===== src/design/swsp_pkg.sv =====
// Shared types, constants and helpers for the shell word splitter.
package swsp_pkg;

    localparam int CHAR_W     = 8;
    localparam int PKT_RES    = 4;
    localparam int IDX_W      = $clog2(PKT_RES);
    localparam int CNT_W      = IDX_W + 1;
    localparam int QDEPTH     = 4;
    localparam int QPTR_W     = $clog2(QDEPTH);
    localparam int QCNT_W     = QPTR_W + 1;

    localparam logic [CHAR_W-1:0] CH_BSLASH = 8'h5C;
    localparam logic [CHAR_W-1:0] CH_SQUOTE = 8'h27;
    localparam logic [CHAR_W-1:0] CH_DQUOTE = 8'h22;
    localparam logic [CHAR_W-1:0] CH_DOLLAR = 8'h24;
    localparam logic [CHAR_W-1:0] CH_BTICK  = 8'h60;
    localparam logic [CHAR_W-1:0] CH_SPACE  = 8'h20;
    localparam logic [CHAR_W-1:0] CH_TAB    = 8'h09;
    localparam logic [CHAR_W-1:0] CH_CR     = 8'h0D;

    typedef enum logic [1:0] {
        KIND_CHAR     = 2'd0,
        KIND_WORD_END = 2'd1,
        KIND_CMD_END  = 2'd2
    } kind_t;

    typedef enum logic [2:0] {
        MODE_PLAIN  = 3'b001,
        MODE_SINGLE = 3'b010,
        MODE_DOUBLE = 3'b100
    } mode_t;

    typedef struct packed {
        kind_t             kind;
        logic [CHAR_W-1:0] ch;
        logic              unterm;
    } res_t;

    typedef struct packed {
        res_t [PKT_RES-1:0] res;
        logic [IDX_W-1:0]   last_idx;
    } pkt_t;

    function automatic res_t mk_res(kind_t k, logic [CHAR_W-1:0] c, logic u);
        res_t r;
        r.kind   = k;
        r.ch     = c;
        r.unterm = u;
        return r;
    endfunction

endpackage


===== src/design/swsp_classify.sv =====
// Front end: accepts bytes, tracks quoting state and builds result packets.
module swsp_classify
    import swsp_pkg::*;
(
    input  logic              clk,
    input  logic              rst_n,
    input  logic              accept,
    input  logic [CHAR_W-1:0] char_in,
    input  logic              last_char,
    output logic              pkt_valid,
    output pkt_t              pkt
);

    mode_t mode_reg;
    mode_t mode_next;
    logic  esc_reg;
    logic  esc_next;
    logic  wo_reg;
    logic  wo_next;
    logic [CNT_W-1:0] n;
    logic  is_blank;
    logic  dq_special;

    always_comb
    begin
        pkt        = '0;
        n          = '0;
        mode_next  = mode_reg;
        esc_next   = esc_reg;
        wo_next    = wo_reg;
        is_blank   = (char_in == CH_SPACE) || (char_in inside {[CH_TAB:CH_CR]});
        dq_special = char_in inside {CH_DQUOTE, CH_BSLASH, CH_DOLLAR, CH_BTICK};

        if (esc_reg)
        begin
            esc_next = 1'b0;
            if (mode_reg == MODE_DOUBLE && !dq_special)
            begin
                pkt.res[n[IDX_W-1:0]] = mk_res(KIND_CHAR, CH_BSLASH, 1'b0);
                n = n + CNT_W'(1);
            end
            pkt.res[n[IDX_W-1:0]] = mk_res(KIND_CHAR, char_in, 1'b0);
            n = n + CNT_W'(1);
            wo_next = 1'b1;
        end
        else
        begin
            case (mode_reg)
                MODE_PLAIN:
                begin
                    if (char_in == CH_BSLASH && !last_char)
                    begin
                        esc_next = 1'b1;
                        wo_next  = 1'b1;
                    end
                    else if (char_in == CH_SQUOTE)
                    begin
                        mode_next = MODE_SINGLE;
                        wo_next   = 1'b1;
                    end
                    else if (char_in == CH_DQUOTE)
                    begin
                        mode_next = MODE_DOUBLE;
                        wo_next   = 1'b1;
                    end
                    else if (is_blank)
                    begin
                        if (wo_reg)
                        begin
                            pkt.res[n[IDX_W-1:0]] = mk_res(KIND_WORD_END, '0, 1'b0);
                            n = n + CNT_W'(1);
                            wo_next = 1'b0;
                        end
                    end
                    else
                    begin
                        pkt.res[n[IDX_W-1:0]] = mk_res(KIND_CHAR, char_in, 1'b0);
                        n = n + CNT_W'(1);
                        wo_next = 1'b1;
                    end
                end
                MODE_SINGLE:
                begin
                    if (char_in == CH_SQUOTE)
                    begin
                        mode_next = MODE_PLAIN;
                    end
                    else
                    begin
                        pkt.res[n[IDX_W-1:0]] = mk_res(KIND_CHAR, char_in, 1'b0);
                        n = n + CNT_W'(1);
                    end
                end
                default:
                begin
                    if (char_in == CH_BSLASH && !last_char)
                    begin
                        esc_next = 1'b1;
                    end
                    else if (char_in == CH_DQUOTE)
                    begin
                        mode_next = MODE_PLAIN;
                    end
                    else
                    begin
                        pkt.res[n[IDX_W-1:0]] = mk_res(KIND_CHAR, char_in, 1'b0);
                        n = n + CNT_W'(1);
                    end
                end
            endcase
        end

        if (last_char)
        begin
            if (wo_next)
            begin
                pkt.res[n[IDX_W-1:0]] = mk_res(KIND_WORD_END, '0, 1'b0);
                n = n + CNT_W'(1);
            end
            pkt.res[n[IDX_W-1:0]] = mk_res(KIND_CMD_END, '0, mode_next != MODE_PLAIN);
            n = n + CNT_W'(1);
            mode_next = MODE_PLAIN;
            esc_next  = 1'b0;
            wo_next   = 1'b0;
        end

        pkt.last_idx = IDX_W'(n - CNT_W'(1));
    end

    assign pkt_valid = accept && (n != '0);

    always_ff @(posedge clk or negedge rst_n)
    begin
        if (!rst_n)
        begin
            mode_reg <= MODE_PLAIN;
            esc_reg  <= 1'b0;
            wo_reg   <= 1'b0;
        end
        else if (accept)
        begin
            mode_reg <= mode_next;
            esc_reg  <= esc_next;
            wo_reg   <= wo_next;
        end
    end

    a_esc_in_word: assert property (@(posedge clk) disable iff (!rst_n)
        esc_reg |-> wo_reg)
        else $error("escape pending outside a word");

    a_cmd_end_clears: assert property (@(posedge clk) disable iff (!rst_n)
        accept && last_char |=> mode_reg == MODE_PLAIN && !esc_reg && !wo_reg)
        else $error("state not cleared after command end");

endmodule


===== src/design/swsp_queue.sv =====
// Short packet queue between the front end and the serialiser.
module swsp_queue
    import swsp_pkg::*;
(
    input  logic clk,
    input  logic rst_n,
    input  logic wr_en,
    input  pkt_t wr_pkt,
    output logic q_full,
    input  logic rd_en,
    output logic q_nonempty,
    output pkt_t rd_pkt
);

    pkt_t              store_reg [QDEPTH];
    logic [QPTR_W-1:0] wr_ptr_reg;
    logic [QPTR_W-1:0] rd_ptr_reg;
    logic [QCNT_W-1:0] cnt_reg;
    logic [QCNT_W-1:0] cnt_next;

    assign q_full     = (cnt_reg == QCNT_W'(QDEPTH));
    assign q_nonempty = (cnt_reg != '0);
    assign rd_pkt     = store_reg[rd_ptr_reg];

    always_comb
    begin
        cnt_next = cnt_reg;
        if (wr_en && !rd_en)
        begin
            cnt_next = cnt_reg + QCNT_W'(1);
        end
        else if (rd_en && !wr_en)
        begin
            cnt_next = cnt_reg - QCNT_W'(1);
        end
    end

    always_ff @(posedge clk)
    begin
        if (wr_en)
        begin
            store_reg[wr_ptr_reg] <= wr_pkt;
        end
    end

    always_ff @(posedge clk or negedge rst_n)
    begin
        if (!rst_n)
        begin
            wr_ptr_reg <= '0;
            rd_ptr_reg <= '0;
            cnt_reg    <= '0;
        end
        else
        begin
            if (wr_en)
            begin
                wr_ptr_reg <= wr_ptr_reg + QPTR_W'(1);
            end
            if (rd_en)
            begin
                rd_ptr_reg <= rd_ptr_reg + QPTR_W'(1);
            end
            cnt_reg <= cnt_next;
        end
    end

    a_no_overflow: assert property (@(posedge clk) disable iff (!rst_n)
        wr_en |-> !q_full)
        else $error("queue write while full");

    a_no_underflow: assert property (@(posedge clk) disable iff (!rst_n)
        rd_en |-> q_nonempty)
        else $error("queue read while empty");

endmodule


===== src/design/swsp_serialize.sv =====
// Back end: holds one packet and hands out its results one beat at a time.
module swsp_serialize
    import swsp_pkg::*;
(
    input  logic              clk,
    input  logic              rst_n,
    input  logic              q_nonempty,
    input  pkt_t              q_pkt,
    output logic              q_rd,
    input  logic              pop,
    output logic              empty,
    output logic [1:0]        kind,
    output logic [CHAR_W-1:0] out_char,
    output logic              unterminated,
    output logic              last_result
);

    logic             cur_valid_reg;
    logic             cur_valid_next;
    pkt_t             cur_pkt_reg;
    logic [IDX_W-1:0] idx_reg;
    logic [IDX_W-1:0] idx_next;
    logic             at_last;
    logic             take;
    res_t             cur_res;

    assign at_last = (idx_reg == cur_pkt_reg.last_idx);
    assign take    = !cur_valid_reg || (pop && at_last);
    assign q_rd    = take && q_nonempty;

    always_comb
    begin
        cur_valid_next = cur_valid_reg;
        idx_next       = idx_reg;
        if (take)
        begin
            cur_valid_next = q_nonempty;
            idx_next       = '0;
        end
        else if (pop)
        begin
            idx_next = idx_reg + IDX_W'(1);
        end
    end

    always_ff @(posedge clk)
    begin
        if (q_rd)
        begin
            cur_pkt_reg <= q_pkt;
        end
    end

    always_ff @(posedge clk or negedge rst_n)
    begin
        if (!rst_n)
        begin
            cur_valid_reg <= 1'b0;
            idx_reg       <= '0;
        end
        else
        begin
            cur_valid_reg <= cur_valid_next;
            idx_reg       <= idx_next;
        end
    end

    assign cur_res      = cur_pkt_reg.res[idx_reg];
    assign empty        = !cur_valid_reg;
    assign kind         = cur_res.kind;
    assign out_char     = cur_res.ch;
    assign unterminated = cur_res.unterm;
    assign last_result  = at_last;

    a_idx_in_range: assert property (@(posedge clk) disable iff (!rst_n)
        cur_valid_reg |-> idx_reg <= cur_pkt_reg.last_idx)
        else $error("result index beyond packet");

endmodule


===== src/design/shell_word_splitter_core.sv =====
// Top level of the shell word splitter: front end, packet queue and serialiser.
// Path: a byte's results are written as one packet into the queue when the
// byte is accepted, then loaded into the result holding stage and offered.
// Throughput: one byte per cycle while full is low and each byte yields at
// most one result; a byte with n results is handed out one result per pop,
// and the four-packet queue absorbs such bursts before full rises.
// Reset: rst_n clears quoting state, the queue and the result holding stage.
module shell_word_splitter_core
    import swsp_pkg::*;
(
    input  logic              clk,
    input  logic              rst_n,
    input  logic              push,
    output logic              full,
    input  logic [CHAR_W-1:0] char_in,
    input  logic              last_char,
    output logic              empty,
    input  logic              pop,
    output logic [1:0]        kind,
    output logic [CHAR_W-1:0] out_char,
    output logic              unterminated,
    output logic              last_result
);

    logic accept;
    logic pkt_valid;
    pkt_t pkt;
    logic q_full;
    logic q_rd;
    logic q_nonempty;
    pkt_t q_pkt;

    assign full   = q_full;
    assign accept = push && !q_full;

    swsp_classify u_classify (
        .clk       (clk),
        .rst_n     (rst_n),
        .accept    (accept),
        .char_in   (char_in),
        .last_char (last_char),
        .pkt_valid (pkt_valid),
        .pkt       (pkt)
    );

    swsp_queue u_queue (
        .clk        (clk),
        .rst_n      (rst_n),
        .wr_en      (pkt_valid),
        .wr_pkt     (pkt),
        .q_full     (q_full),
        .rd_en      (q_rd),
        .q_nonempty (q_nonempty),
        .rd_pkt     (q_pkt)
    );

    swsp_serialize u_serialize (
        .clk          (clk),
        .rst_n        (rst_n),
        .q_nonempty   (q_nonempty),
        .q_pkt        (q_pkt),
        .q_rd         (q_rd),
        .pop          (pop),
        .empty        (empty),
        .kind         (kind),
        .out_char     (out_char),
        .unterminated (unterminated),
        .last_result  (last_result)
    );

endmodule

===== config.mk =====
export PLATFORM = sky130hd
export DESIGN_NAME = shell_word_splitter_core
export DESIGN_NICKNAME = d
export VERILOG_FILES = /design/src/design/swsp_pkg.sv /design/src/design/swsp_classify.sv /design/src/design/swsp_queue.sv /design/src/design/swsp_serialize.sv /design/src/design/shell_word_splitter_core.sv
export SDC_FILE = /design/constraint.sdc
export NUM_CORES = 1
export LEC_CHECK = 0
export BUFFER_PORTS_ARGS = -buffer_cell sky130_fd_sc_hd__buf_2
export CAP_MARGIN = 25
export CELL_PAD_IN_SITES_DETAIL_PLACEMENT = 0
export CELL_PAD_IN_SITES_GLOBAL_PLACEMENT = 2
export CORE_UTILIZATION = 51
export CTS_BUF_LIST = sky130_fd_sc_hd__clkbuf_8
export DETAILED_ROUTE_END_ITERATION = 10
export PLACE_DENSITY = 0.86
export SLEW_MARGIN = 5
export SYNTH_ARGS = -nofsm -noshare
export SYNTH_HDL_FRONTEND = slang
export SYNTH_HIERARCHICAL = 1
export SYNTH_SLANG_ARGS = --single-unit

===== constraint.sdc =====
create_clock -name clk -period 6.4 [get_ports clk]
set_clock_uncertainty 0.05 [all_clocks]
set_input_delay 1.28 -clock clk [delete_from_list [all_inputs] [get_ports clk]]
set_output_delay 1.28 -clock clk [all_outputs]
set_load 0.1 [all_outputs]

Yosys cells after proc, flatten, opt, wreduce, memory -nomap -nowiden
Memory sizes are Yosys's and may differ from the RTL's. A register that Yosys moved wholly into a read port is not among the register bits.
Cells that the tools add are included.
- register bits after elaboration: 15
- bits in writable memories: 184
- output and inout bits: 14
- word-level logic and storage cells: 134
- memories: 1
- memories (memory ; depth ; width ; rd ports ; clocked after Yosys merged registers in ; write ports ; line ; RTL):
    u_queue.store_reg ; 4 ; 46 ; 1 ; 1 ; 1 ; swsp_queue.sv:15 ; pkt_t store_reg [QDEPTH];
- $add $sub $neg: 9
- order comparisons: 9
- eq/ne operators: 12
- multiplexer cells: 67
- bitwise operators: 3
- reduce and logical (&&, ||, !) cells: 25
- operators by type and width (operator ; count):
    two-way mux 44 bit ; 3
    two-way mux 11 bit ; 10
    bitwise mux 44 bit ; 2
    demux 11 bit (select 2 bit) ; 3
    two-way mux 3 bit ; 19
    AND 40 bit ; 1
    inverter 40 bit ; 1
    two-way mux 33 bit ; 1
    equality test 8 x 6 -> 1 bit, second input constant ; 4
    binary-select mux 11 bit (select 2 bit) ; 1
    one-hot mux 11 bit (2 select lines) ; 1
    two-way mux 10 bit ; 2
    two-way mux 1 bit ; 18
    two-way mux 9 bit ; 2
    equality test 8 x 7 -> 1 bit, second input constant ; 2
    adder 3 x 1 -> 3 bit, second input constant ; 4
    logical AND 1 bit ; 12
    less-than comparator 2 x 3 -> 1 bit, second input constant ; 4
    one-hot mux 3 bit (2 select lines) ; 2
    >= comparator 8 x 4 -> 1 bit, second input constant ; 1
    less-or-equal comparator 8 x 4 -> 1 bit, second input constant ; 1
    two-way mux 8 bit ; 1
    adder 2 x 1 -> 2 bit, second input constant ; 3
    equality test 3 bit, second input constant ; 2
    other kinds (14) ; 25

Longest topological paths before layout
Gate-level depths: netlist of run 1.
- depth in word-level cells: 20
- gate-level depth with buffers: 21
- depth with buffers taken out: 19

Cells and area by module
Netlist of run 1, hierarchy kept.
- by module, submodules not included (module ; instances ; cells an instance ; area each (µm²) ; sequential area each (µm²)):
    swsp_queue ; 1 ; 274 ; 7025.5 ; 5700.5
    swsp_serialize ; 1 ; 78 ; 1844.3 ; 1456.4
    swsp_classify ; 1 ; 177 ; 1262.5 ; 126.4
    shell_word_splitter_core ; 1 ; 1 ; 13.8 ; 0.0

Worst setup path after synthesis of run 1
Ideal clock, no wire load.
- path kind: input to register
- from: input pop
- to: register u_queue.cnt_reg[1]
- arrival time: 6254 ps
- required time: 6225 ps
- path slack: -29 ps
- cell stages on the path: 7
- buffers on the path: 0
- cell sequence: nand2_1 > o32ai_1 > inv_1 > ha_1 > inv_1 > fa_1 > mux2_2
- longest elaborated chain between the ends: 6
- elaborated cells between the ends (all ways): 8
- ends and longest elaborated chain (item ; line ; RTL):
    from (decl) ; shell_word_splitter_core.sv:18 ; input logic pop,
    logical AND 1 bit ; swsp_serialize.sv:28 ; assign take = !cur_valid_reg || (pop && at_last);
    logical OR 1 bit ; swsp_serialize.sv:28 ;
    logical AND 1 bit ; swsp_serialize.sv:29 ; assign q_rd = take && q_nonempty;
    named net q_rd ; shell_word_splitter_core.sv:29 ; logic q_rd;
    zero test 1 bit ; swsp_queue.sv:28 ; if (wr_en && !rd_en)
    logical AND 1 bit ; swsp_queue.sv:28 ;
    two-way mux 3 bit ; swsp_queue.sv:28 ;
    named net u_queue.cnt_next[1] ; swsp_queue.sv:19 ; logic [QCNT_W-1:0] cnt_next;
    to (signal assigned) ; swsp_queue.sv:64 ; cnt_reg <= cnt_next;
    to (decl) ; swsp_queue.sv:18 ; logic [QCNT_W-1:0] cnt_reg;
The timed path passes the listed nets, and every way through them passes these cells.
A chain may end at the register's enable or synchronous reset.

Final worst setup path of run 1
- from: input char_in[4]
- to: register u_queue.cnt_reg[2]
- longest elaborated chain between the ends: 19
- elaborated cells between the ends (all ways): 44
- ends and longest elaborated chain (item ; line ; RTL):
    from (decl) ; shell_word_splitter_core.sv:15 ; input logic [CHAR_W-1:0] char_in,
    >= comparator 8 x 4 -> 1 bit or less-or-equal comparator 8 x 4 -> 1 bit (tied branches) ; swsp_classify.sv:31 ; is_blank = (char_in == CH_SPACE) || (char_in inside {[CH_TAB:CH_CR]});
    logical AND 1 bit ; swsp_classify.sv:31 ;
    logical OR 1 bit ; swsp_classify.sv:31 ;
    two-way mux 1 bit ; swsp_classify.sv:66 ; else if (is_blank)
    two-way mux 3 bit ; swsp_classify.sv:61 ; else if (char_in == CH_DQUOTE)
    two-way mux 3 bit ; swsp_classify.sv:56 ; else if (char_in == CH_SQUOTE)
    two-way mux 3 bit ; swsp_classify.sv:51 ; if (char_in == CH_BSLASH && !last_char)
    one-hot mux 3 bit (2 select lines) ; swsp_classify.sv:48 ; case (mode_reg)
    (+4 left out) ; - ;
    adder 3 x 1 -> 3 bit ; swsp_classify.sv:121 ; n = n + CNT_W'(1);
    two-way mux 3 bit (*) ; swsp_classify.sv:113 ; if (last_char)
    nonzero test 3 bit (*) ; swsp_classify.sv:130 ; assign pkt_valid = accept && (n != '0);
    logical AND 1 bit (*) ; swsp_classify.sv:130 ;
    named net pkt_valid ; shell_word_splitter_core.sv:26 ; logic pkt_valid;
    zero test 1 bit ; swsp_queue.sv:32 ; else if (rd_en && !wr_en)
    logical AND 1 bit ; swsp_queue.sv:32 ;
    nonzero test 2 bit (no source line) ; - ;
Mark *: on every way through the listed nets, which the timed path passes. The rest lies on a longest branch. The select of a mux whose other input is x is not followed.

==> results of run 1 <==
-- path summary, 6_finish.rpt --
path / from / endpoint / slack, ns
worst min register to register: u_queue/cnt_reg[2] / u_queue/cnt_reg[2] / 0.43
worst max register to register: u_classify/esc_reg / u_queue/cnt_reg[2] / 1.46
worst min-delay path: u_queue/cnt_reg[2] / u_queue/cnt_reg[2] / 0.43
worst max-delay path: char_in[4] / u_queue/cnt_reg[2] / 0.91
min in group asynchronous: rst_n / u_serialize/idx_reg[0] / 0.61
max in group asynchronous: rst_n / u_classify/mode_reg[0] / 5.34
-- area by class of cell --
cell class | count | area [um^2] | share of cell area
clock buffers | 44 | 606 | 0.0536
clock inverters | 26 | 136 | 0.0121
inverters | 20 | 75.1 | 0.00665
multi-input cells | 240 | 2590 | 0.229
flip-flops and latches | 245 | 7290 | 0.645
well taps | 265 | 332 | 0.0294
repair buffers | 37 | 273 | 0.0241
-- logic make-up (layout without fill, tap and decap cells) --
logic type / count (synthesis) / in the layout / share of synthesized area
and+or+nand+nor: 94 / 94 / 0.0530
xor gates and xnor gates: 14 / 14 / 0.0121
DFF: 245 / 245 / 0.718
AOI/OAI and AO/OA: 42 / 42 / 0.0326
adders and majority gates: 14 / 14 / 0.0180
muxes: 60 / 60 / 0.131
other: 1 / 16 / 0.000370
buffers and inverters: 60 / 127 / 0.0349
-- worst register-to-register path, delay by kind of cell, from the launching register on --
| kind | cells | cell delay [ns] |
|---|---|---|
| AO/OA/AOI/OAI | 4 | 1.02 |
| XOR/XNOR | 2 | 0.31 |
| multiplexers | 1 | 0.06 |
| adder cells (fa/ha/maj) | 5 | 1.43 |
| buffers and inverters | 3 | 0.35 |
| flip-flops | 1 | 0.67 |
| AND/OR/NAND/NOR | 4 | 0.97 |
-- synthesized netlist by cell type (2+ instances only) --
cell type  count  area (um^2)
ha_1          13          163
o21bai_1       2         15.0
a32oi_1        2         17.5
mux4_1         4          105
edfxtp_1     230         6910
nor4b_1        6         52.6
mux2_2         2         22.5
a22o_1         2         17.5
or2_2          2         12.5
o22ai_1        2         12.5
nor2_1        17         63.8
nor3b_1        8         60.1
nor3_1         6         30.0
mux4_2        53         1190
xor2_1         8         70.1
o21ai_0        9         45.0
buf_6          5         56.3
or3_1          3         18.8
a31o_2         2         17.5
clkbuf_1      10         37.5
o31ai_1        2         15.0
xnor2_1        6         52.6
buf_2          6         30.0
nor4_1         5         31.3
inv_1         19         71.3
buf_4         18          135
and2_1        17          106
nand2_1       15         56.3
dfrtp_1       14          350
nand2b_1       6         37.5
a21oi_1        6         30.0
-- report_power, final --
part | switching [mW] | internal (mW)
Sequential | 0.174 | 2.24
Clock | 0.567 | 0.671
Combinational | 1.06 | 0.573
-- stage by stage --
step           utilization  cell area (um^2)  power [mW]  hold slack [ns]  setup slack [ns]
6_report             0.580             11300        5.28            0.434             0.911
5_1_grt              0.580             11300        5.52            0.458             0.681
4_1_cts              0.579             11300        5.34            0.434             0.925
3_5_place_dp         0.541             10500        4.10            0.423             0.417
3_3_place_gp         0.541             10500        4.06            0.418             0.505
2_1_floorplan            -             10200        3.74            0.399             0.264
-- layer usage --
layer,GRT usage,up-vias,routed length (um)
met1,0.255,2487,7910
met5,0,-,0
met4,0.0594,0,311
met3,0.0386,28,851
met2,0.292,108,8450
li1,-,2194,-
-- layout by cell type (no fill, tap or decap), drive strengths merged, types with 2 or more instances in the layout --
cell    instances
ha             13
mux2            2
nor4b           6
nor3            6
a22o            2
o21bai          2
a31o            2
nor2           17
clkinv         11
edfxtp        230
nor2b           2
conb           16
a32oi           2
nor3b           8
mux4           57
clkbuf         44
xnor2           6
o31ai           2
and2           17
or2             3
nand2b          6
dfrtp          14
or3             3
o22ai           2
buf            37
xor2            8
nand2          15
nor4            5
inv            34
a21oi           6
o21ai           9
==> impl_results.md, run 1 <==
- Initial core utilization: 0.521
- Total number of vias: 4817
- Post-CTS Hold Fix Bufs: 0
- Final non-filler cell total: 877
- Die X: 143 um
- Unique masters post-synth: 61
- Fill cells: 1425
- Worst-Skew Late Latency: 0.53 ns
- Initial drt markers: 276
- Total Wirelength: 17.5 mm
- Startpoint types: primary input
- DR vias/cell: 5.49
- Async S/R FF share, synth: 0.0612
- Die H: 143 um
- WP buf/inv: 4
- Diode count: 0
- Cell family with most CP delay: compound AO/OA/AOI/OAI gates
- Total die area: 0.0205 mm^2
- Synth Register Bits: 245
- CTS tree: done
- Root Driver: clkbuf_8
- Initial DRT Pass Iterations: 5
- Synth-to-layout area growth: 11.3%
- # rows: 51
- Number of flip-flops under the largest register name: 184
- Fmax: 182 MHz
- Post-synth top flop: edfxtp_1
- Number of global-route vias before repair: 5040
- Crit-path cells: buf_2 > or3_1 > o41ai_1 > a21o_1 > inv_2 > a311o_1 > inv_1 > ha_1 > or3_1 > ha_1 > mux2i_1 > ha_1 > a21boi_0 > ha_1 > inv_1 > fa_1 > xor2_1 > nor2_1 > xor2_1
- Final Hold Vio Count: 0
- Critical Path RT: 6.78 ns
- # IOs: 27
- Worst reg2reg path depth: 19
- Sink Count: 245
- Clock buffer depth: 3
- Post-detail-place hpwl: 10.8 mm
- Final period util: 0.858
- WS Path Type: primary input to flop
- Total GRT Usage: 0.183
- First-pass GRT wire length: 27.4 mm
- Fraction of layout cells with a size suffix above 1: 0.261
- Final setup vio count: 0
- Initial antenna violation count: 0
- Final #Nets: 611
- Max-cap violations: 0
- Setup bufs post-CTS: 0
- Port Buf Inserts: 26
- Class of the worst hold path: flop to flop
- Per-cell routed wire length: 20.0 um
- Most numerous cell on the critical path: ha_1
- Slowest CP cell: o41ai_1
- H-tree depth: 2
- CP arrival: 5.87 ns
- Register area share after synthesis: 0.718
- Final Max Slew Viols: 0
- Gpl congestion: 0.824
- Final setup TNS: 0 ns
- Final min period: 5.49 ns
- RSZ-0062 raised after global routing: no
- CTS resizes: 0
- Power Dens Cells: 467 mW/mm^2
- Peak supply drop: 0.170 mV
- DRC violations left: 0
- Mapped Area: 0.0101 mm^2
- Rel. slew slack: 0.358
- Mapped Cells: 530
- Min-Delay Path Depth: 1
- Core Footprint: 0.0195 mm^2
- Avg Inst Size Synth: 19.1 um^2
- CTS Buf Count: 40
- Crit. path cell count: 19
- EDFF count, synth: 230
- Syn. warnings: 6
- Critical path peak fanout: 10
- CP peak stage delay: 0.48 ns
- Antenna-violating nets left: 0
- Critical path endpoint category: flop
- Slew at the pin with the worst max-slew slack: 0.963 ns
- Worst-path clk slew: 0.06 ns
- Placed Cells: 805
- Total gr overflow: 0
- Largest net degree at the start of global routing: 50
- P_leak: 3.94 nW
- Outcome: complete, no violations
(Power assumes the default switching activity.)
==> inputs of run 2 (changes only) <==
- GPL_TIMING_DRIVEN: default -> 0
==> run 2 against run 1 <==
Against the previous run: clock power is 9% lower; via count is 2.5% higher; count of clock-buffer cells in the layout is 5 lower; routed wire length is 2.3% higher; sequential share of layout area is 0.90 points lower; combinational power is 9.8% higher; worst setup slack worse by 0.54 ns; first-iteration DRC count is 5.1% lower; critical path depth is 3 lower; worst hold slack better by 0.0067 ns; cell area is 1.4% higher; flip-flop and latch count stayed put; largest cell class unchanged; highest routed layer unchanged.
==> impl_results.md, run 2 (synthesized netlist as in run 1, its figures left out) <==
- Total Wirelength: 17.9 mm (+2.3%)
- Placed Cells: 840 (+4.3%)
- Diode count: 0 (unchanged)
- Setup bufs post-CTS: 0 (unchanged)
- Most common cell after layout, fill and taps aside: edfxtp_1
- Final setup vio count: 0 (unchanged)
- Min-delay src: u_queue/cnt_reg[2]
- Worst reg2reg path depth: 17 (-2)
- Worst Hold Path EP: u_queue/cnt_reg[2]
- Die H: 143 um (unchanged)
- CP arrival: 6.19 ns (+0.32 ns)
- RSZ-0062 raised after global routing: no
- Most numerous cell on the critical path: ha_1
- Most frequent cells in the layout: edfxtp_1 (230), mux4_2 (53), clkbuf_8 (39), inv_1 (31), buf_2 (30)
- CTS Buf Count: 38 (-5.0%)
- # IOs: 27 (unchanged)
- Class of the worst hold path: flop to flop
- Worst reg2reg path startpoint: u_classify/mode_reg[2]
- Critical path peak fanout: 24 (+14)
- Initial core utilization: 0.521 (unchanged)
- Cell Area, Placed: 0.0108 mm^2 (+2.6%)
- Slew at the pin with the worst max-slew slack: 0.924 ns (-0.0387 ns)
- Worst-path clk slew: 0.06 ns (about the same)
- Final non-filler cell total: 901 (+2.7%)
- Routed wire length on met2: 9.00 mm (+6.5%)
- Rel. slew slack: 0.378 (+0.0202)
- Highest Signal Layer: met4
- Met3 routed WL: 1.01 mm (+18%)
- Worst-Skew Late Latency: 0.51 ns (-0.02 ns)
- Number of global-route vias before repair: 5098 (+1.2%)
- Fraction of layout cells with a size suffix above 1: 0.270 (+0.00900)
- Initial DRT Pass Iterations: 6 (+1)
- Max-cap violations: 0 (unchanged)
- Post-detail-place hpwl: 12.0 mm (+12%)
- Core Footprint: 0.0195 mm^2 (unchanged)
- M1 WL: 7.64 mm (-3.4%)
- Critical Path RT: 6.56 ns (-0.22 ns)
- Total GRT Usage: 0.189 (+0.00517)
- Final Max Slew Viols: 0 (unchanged)
- Startpoint types: primary input
- Number of flip-flops under the largest register name: 184 (unchanged)
- Port Buf Inserts: 24 (-7.7%)
- CTS tree: done
- Antenna-violating nets left: 0 (unchanged)
- R2R setup slack: 0.92 ns (-0.54 ns)
- H-tree depth: 2 (unchanged)
- Crit. path cell count: 16 (-3)
- Hold Slack: 0.441 ns (+0.00669 ns)
- Peak supply drop: 0.202 mV (+19%)
- Gpl congestion: 0.810 (-1.7%)
- WP buf/inv: 5 (+1)
- Min-Delay Path Depth: 1 (unchanged)
- Per-cell routed wire length: 19.9 um (-0.38%)
- DRC violations left: 0 (unchanged)
- Final Hold Vio Count: 0 (unchanged)
- Final period util: 0.942 (+0.0849)
- Sink Count: 245 (unchanged)
- Power Dens Cells: 460 mW/mm^2 (-1.6%)
- # rows: 51 (unchanged)
- Overall power: 5.27 mW (-0.22%)
- Final instance area: 0.0115 mm^2 (+1.4%)
- Fmax: 166 MHz (-9.0%)
- WS Path Type: primary input to flop
- Outcome: complete, no violations
- Root Driver: clkbuf_8
- Final #Nets: 642 (+5.1%)
- Total number of vias: 4936 (+2.5%)
- Total gr overflow: 0 (unchanged)
- CP peak stage delay: 0.72 ns (+0.24 ns)
- Synth-to-layout area growth: 12.9%
- Clock buffer depth: 3 (unchanged)
- Final setup TNS: 0 ns (unchanged)
- Post-CTS Hold Fix Bufs: 0 (unchanged)
- Die X: 143 um (unchanged)
- First-pass GRT wire length: 27.9 mm (+1.9%)
- Initial drt markers: 262 (-5.1%)
- P_leak: 4.02 nW (+2.2%)
- Total die area: 0.0205 mm^2 (unchanged)
- DR vias/cell: 5.48 (-0.26%)
- Final min period: 6.03 ns (+0.543 ns)
- Worst flop-to-flop path endpoint: u_queue/store_reg[2][26]
- Largest net degree at the start of global routing: 27 (-46%)
- Fill cells: 1404 (-1.5%)
- CTS resizes: 0 (unchanged)
- Crit-path cells: buf_2 > or3_1 > o41ai_1 > a21o_1 > inv_2 > a311o_1 > buf_2 > inv_1 > ha_1 > or3_1 > ha_1 > mux2i_1 > ha_1 > a21boi_0 > and2_2 > buf_12
- Cell family with most CP delay: compound AO/OA/AOI/OAI gates
- Slowest CP cell: and2_2
- Critical path endpoint category: flop
- Initial antenna violation count: 0 (unchanged)
## run 2: cell count changes in the layout (fill, tap and decap cells not counted), moves of 3 or more
cell      previous run  this run
buf_2               27        30
buf_4                5        18
buf_6                0         5
clkbuf_1             0        10
clkbuf_8            44        39
clkinv_2             6         2
## run 2: cell type report
type | instances | area [um^2] | share of cell area
Sequential cell | 245 | 7280 | 0.636
Multi-Input combinational cell | 240 | 2590 | 0.226
Clock buffer | 39 | 537 | 0.0469
Tap cell | 265 | 332 | 0.0290
Buffer | 40 | 279 | 0.0244
Timing Repair Buffer | 30 | 243 | 0.0212
Clock inverter | 22 | 115 | 0.0101
Inverter | 20 | 75.1 | 0.00656
## run 2: worst max-delay path by stage
stage,from,to,slack (ns)
2_1_floorplan,char_in[4],u_queue/store_reg[3][0],0.26
3_3_place_gp,char_in[4],u_queue/store_reg[0][25],-1.22
3_5_place_dp,char_in[4],u_queue/store_reg[2][25],-0.16
4_1_cts,char_in[4],u_queue/store_reg[2][16],0.35
5_1_grt,char_in[4],u_queue/cnt_reg[2],0.16
6_report,char_in[4],u_queue/store_reg[2][26],0.37
## run 2: routing by layer
metal / vias to the layer above / track usage
li1: 2250 / -
met1: 2530 / 0.249
met2: 133 / 0.316
met3: 23 / 0.0369
met4: 0 / 0.0606
met5: - / 0
## run 2: through the flow
step | worst slack [ns] | utilization
finish | 0.368 | 0.588
global route | 0.157 | 0.588
CTS | 0.354 | 0.588
detailed placement | -0.158 | 0.555
global placement | -1.22 | 0.548
floorplan | 0.264 | -
## run 2: report_power, final
part           switching (mW)  internal, mW  leakage, nW
logic                    1.16         0.633         1.34
registers               0.106          2.24         2.30
clock network           0.534         0.599        0.376
total                    1.80          3.47         4.02
==> inputs of run 3 (changes only) <==
- RECOVER_POWER: default -> 50
==> run 3 against run 2 <==
Against the previous run: the run now ends with max-capacitance violations, max-slew violations left; power is 1.4% lower; via count is 0.18% lower; worst setup slack worse by 0.040 ns; clock power hardly changed; critical endpoint unchanged; register-to-register slack better by 0.07 ns; global-route usage stayed put.
==> impl_results.md, run 3 (synthesized netlist as in run 1, its figures left out) <==
- Port Buf Inserts: 24 (unchanged)
- Final Max Slew Viols: 14 (+14)
- Final period util: 0.949 (+0.00620)
- P_leak: 3.91 nW (-2.8%)
- Antenna-violating nets left: 0 (unchanged)
- Gpl congestion: 0.810 (unchanged)
- Final #Nets: 642 (unchanged)
- Diode count: 0 (unchanged)
- Final setup vio count: 0 (unchanged)
- Final Core Density: 0.581 (-0.00714)
- CTS Buf Count: 38 (unchanged)
- DR vias/cell: 5.47 (-0.18%)
- Initial core utilization: 0.521 (unchanged)
- Worst-path clk slew: 0.06 ns (about the same)
- Critical path endpoint category: flop
- Rel. slew slack: -0.312 (-0.690)
- Final min period: 6.07 ns (+0.0397 ns)
- Most frequent cells in the layout: edfxtp_1 (230), mux4_2 (53), clkbuf_8 (39), clkbuf_1 (36), inv_1 (31)
- Number of flip-flops under the largest register name: 184 (unchanged)
- Final Hold Vio Count: 0 (unchanged)
- Setup bufs post-CTS: 0 (unchanged)
- Die X: 143 um (unchanged)
- # IOs: 27 (unchanged)
- Crit-path cells: clkbuf_1 > or3_1 > o41ai_1 > a21o_1 > inv_2 > a311o_1 > buf_2 > inv_1 > ha_1 > or3_1 > ha_1 > mux2i_1 > ha_1 > a21boi_0 > and2_2 > buf_12
- Total number of vias: 4927 (-0.18%)
- Most common cell after layout, fill and taps aside: edfxtp_1
- R2R setup slack: 0.99 ns (+0.07 ns)
- Synth-to-layout area growth: 11.5%
- Fmax: 165 MHz (-0.65%)
- Final non-filler cell total: 901 (unchanged)
- Post-detail-place hpwl: 12.0 mm (unchanged)
- WS Path Type: primary input to flop
- DRC violations left: 0 (unchanged)
- Class of the worst hold path: flop to flop
- CTS resizes: 0 (unchanged)
- First-pass GRT wire length: 27.9 mm (unchanged)
- Power Dens Cells: 459 mW/mm^2 (-0.15%)
- Cell family with most CP delay: compound AO/OA/AOI/OAI gates
- Worst reg2reg path depth: 17 (unchanged)
- Worst Setup SP: char_in[4]
- Max-cap violations: 1 (+1)
- Outcome: finished with violations
- Final setup TNS: 0 ns (unchanged)
- WP buf/inv: 5 (unchanged)
- CP arrival: 6.23 ns (+0.04 ns)
- Most numerous cell on the critical path: ha_1
- Total die area: 0.0205 mm^2 (unchanged)
- Worst reg2reg path startpoint: u_classify/mode_reg[2]
- Worst setup endpoint: u_queue/store_reg[2][26]
- CTS tree: done
- Placed Cells: 840 (unchanged)
- Post-CTS Hold Fix Bufs: 0 (unchanged)
- Clock buffer depth: 3 (unchanged)
- Sink Count: 245 (unchanged)
- RSZ-0062 raised after global routing: no
- Startpoint types: primary input
- Per-cell routed wire length: 20.0 um (+0.31%)
- Critical path peak fanout: 24 (unchanged)
- Total gr overflow: 0 (unchanged)
- Worst flop-to-flop path endpoint: u_queue/store_reg[2][26]
- Root Driver: clkbuf_8
- Core Footprint: 0.0195 mm^2 (unchanged)
- H-tree depth: 2 (unchanged)
- Initial drt markers: 265 (+1.1%)
- Die H: 143 um (unchanged)
- CP peak stage delay: 0.72 ns (about the same)
- Setup WS pre-CTS: -0.158 ns (unchanged)
- Crit. path cell count: 16 (unchanged)
- Fraction of layout cells with a size suffix above 1: 0.225 (-0.0456)
- Final worst slack: 0.328 ns (-0.0397 ns)
- Largest net degree at the start of global routing: 27 (unchanged)
- Slew at the pin with the worst max-slew slack: 1.96 ns (+1.04 ns)
- Slowest CP cell: and2_2
- Initial antenna violation count: 0 (unchanged)
- Initial DRT Pass Iterations: 5 (-1)
- Number of global-route vias before repair: 5098 (unchanged)
- Total GRT Usage: 0.189 (unchanged)
- # rows: 51 (unchanged)
- Total Wirelength: 18.0 mm (+0.31%)
- Peak supply drop: 0.198 mV (-2.0%)
- Worst-Skew Late Latency: 0.51 ns (about the same)
- Min-Delay Path Depth: 1 (unchanged)
- Critical Path RT: 6.56 ns (about the same)
- Failing checks: max-capacitance violations, max-slew violations
## run 3: changes by cell type in the layout (fill, tap and decap cells not counted), sizes merged
cell | previous run | this run
clkbuf | 49 | 75
buf | 60 | 34
## run 3: area by class of cell
cell class / instances / area (um^2)
multi-input combinational: 240 / 2540
inverter: 20 / 75.1
timing repair buffer: 30 / 188
clock inverter: 22 / 115
fill: 1429 / 8150
clock buffer: 39 / 537
sequential: 245 / 7280
buffer: 40 / 244
tap: 265 / 332
## run 3: how the worst min path moves through the flow
stage                       startpoint            endpoint  slack (ns)
finish              u_queue/cnt_reg[2]  u_queue/cnt_reg[2]        0.45
CTS                 u_queue/cnt_reg[2]  u_queue/cnt_reg[2]        0.44
global route        u_queue/cnt_reg[2]  u_queue/cnt_reg[2]        0.47
floorplan           u_queue/cnt_reg[2]  u_queue/cnt_reg[2]        0.40
global placement    u_queue/cnt_reg[2]  u_queue/cnt_reg[2]        0.42
detailed placement  u_queue/cnt_reg[2]  u_queue/cnt_reg[2]        0.43
## run 3: metal layers
layer,track usage,share of wire,vias to the layer above
li1,-,-,2249
met1,0.249,0.43,2504
met2,0.316,0.50,151
met3,0.0369,0.054,23
met4,0.0606,0.016,0
met5,0,0,-
## run 3: report_power, final
part / internal [mW] / leakage (nW) / switching, mW
Clock: 0.599 / 0.376 / 0.535
Sequential: 2.24 / 2.30 / 0.104
Combinational: 0.565 / 1.23 / 1.15
Total: 3.41 / 3.91 / 1.79
## run 3: per-stage QoR
| stage | cell area (um^2) | hold WS [ns] | total power [mW] |
|---|---|---|---|
| 2_1_floorplan | 10200 | 0.399 | 3.74 |
| 3_3_place_gp | 10700 | 0.416 | 4.12 |
| 3_5_place_dp | 10800 | 0.433 | 4.21 |
| 4_1_cts | 11500 | 0.444 | 5.35 |
| 5_1_grt | 11300 | 0.474 | 5.43 |
| 6_report | 11300 | 0.445 | 5.20 |
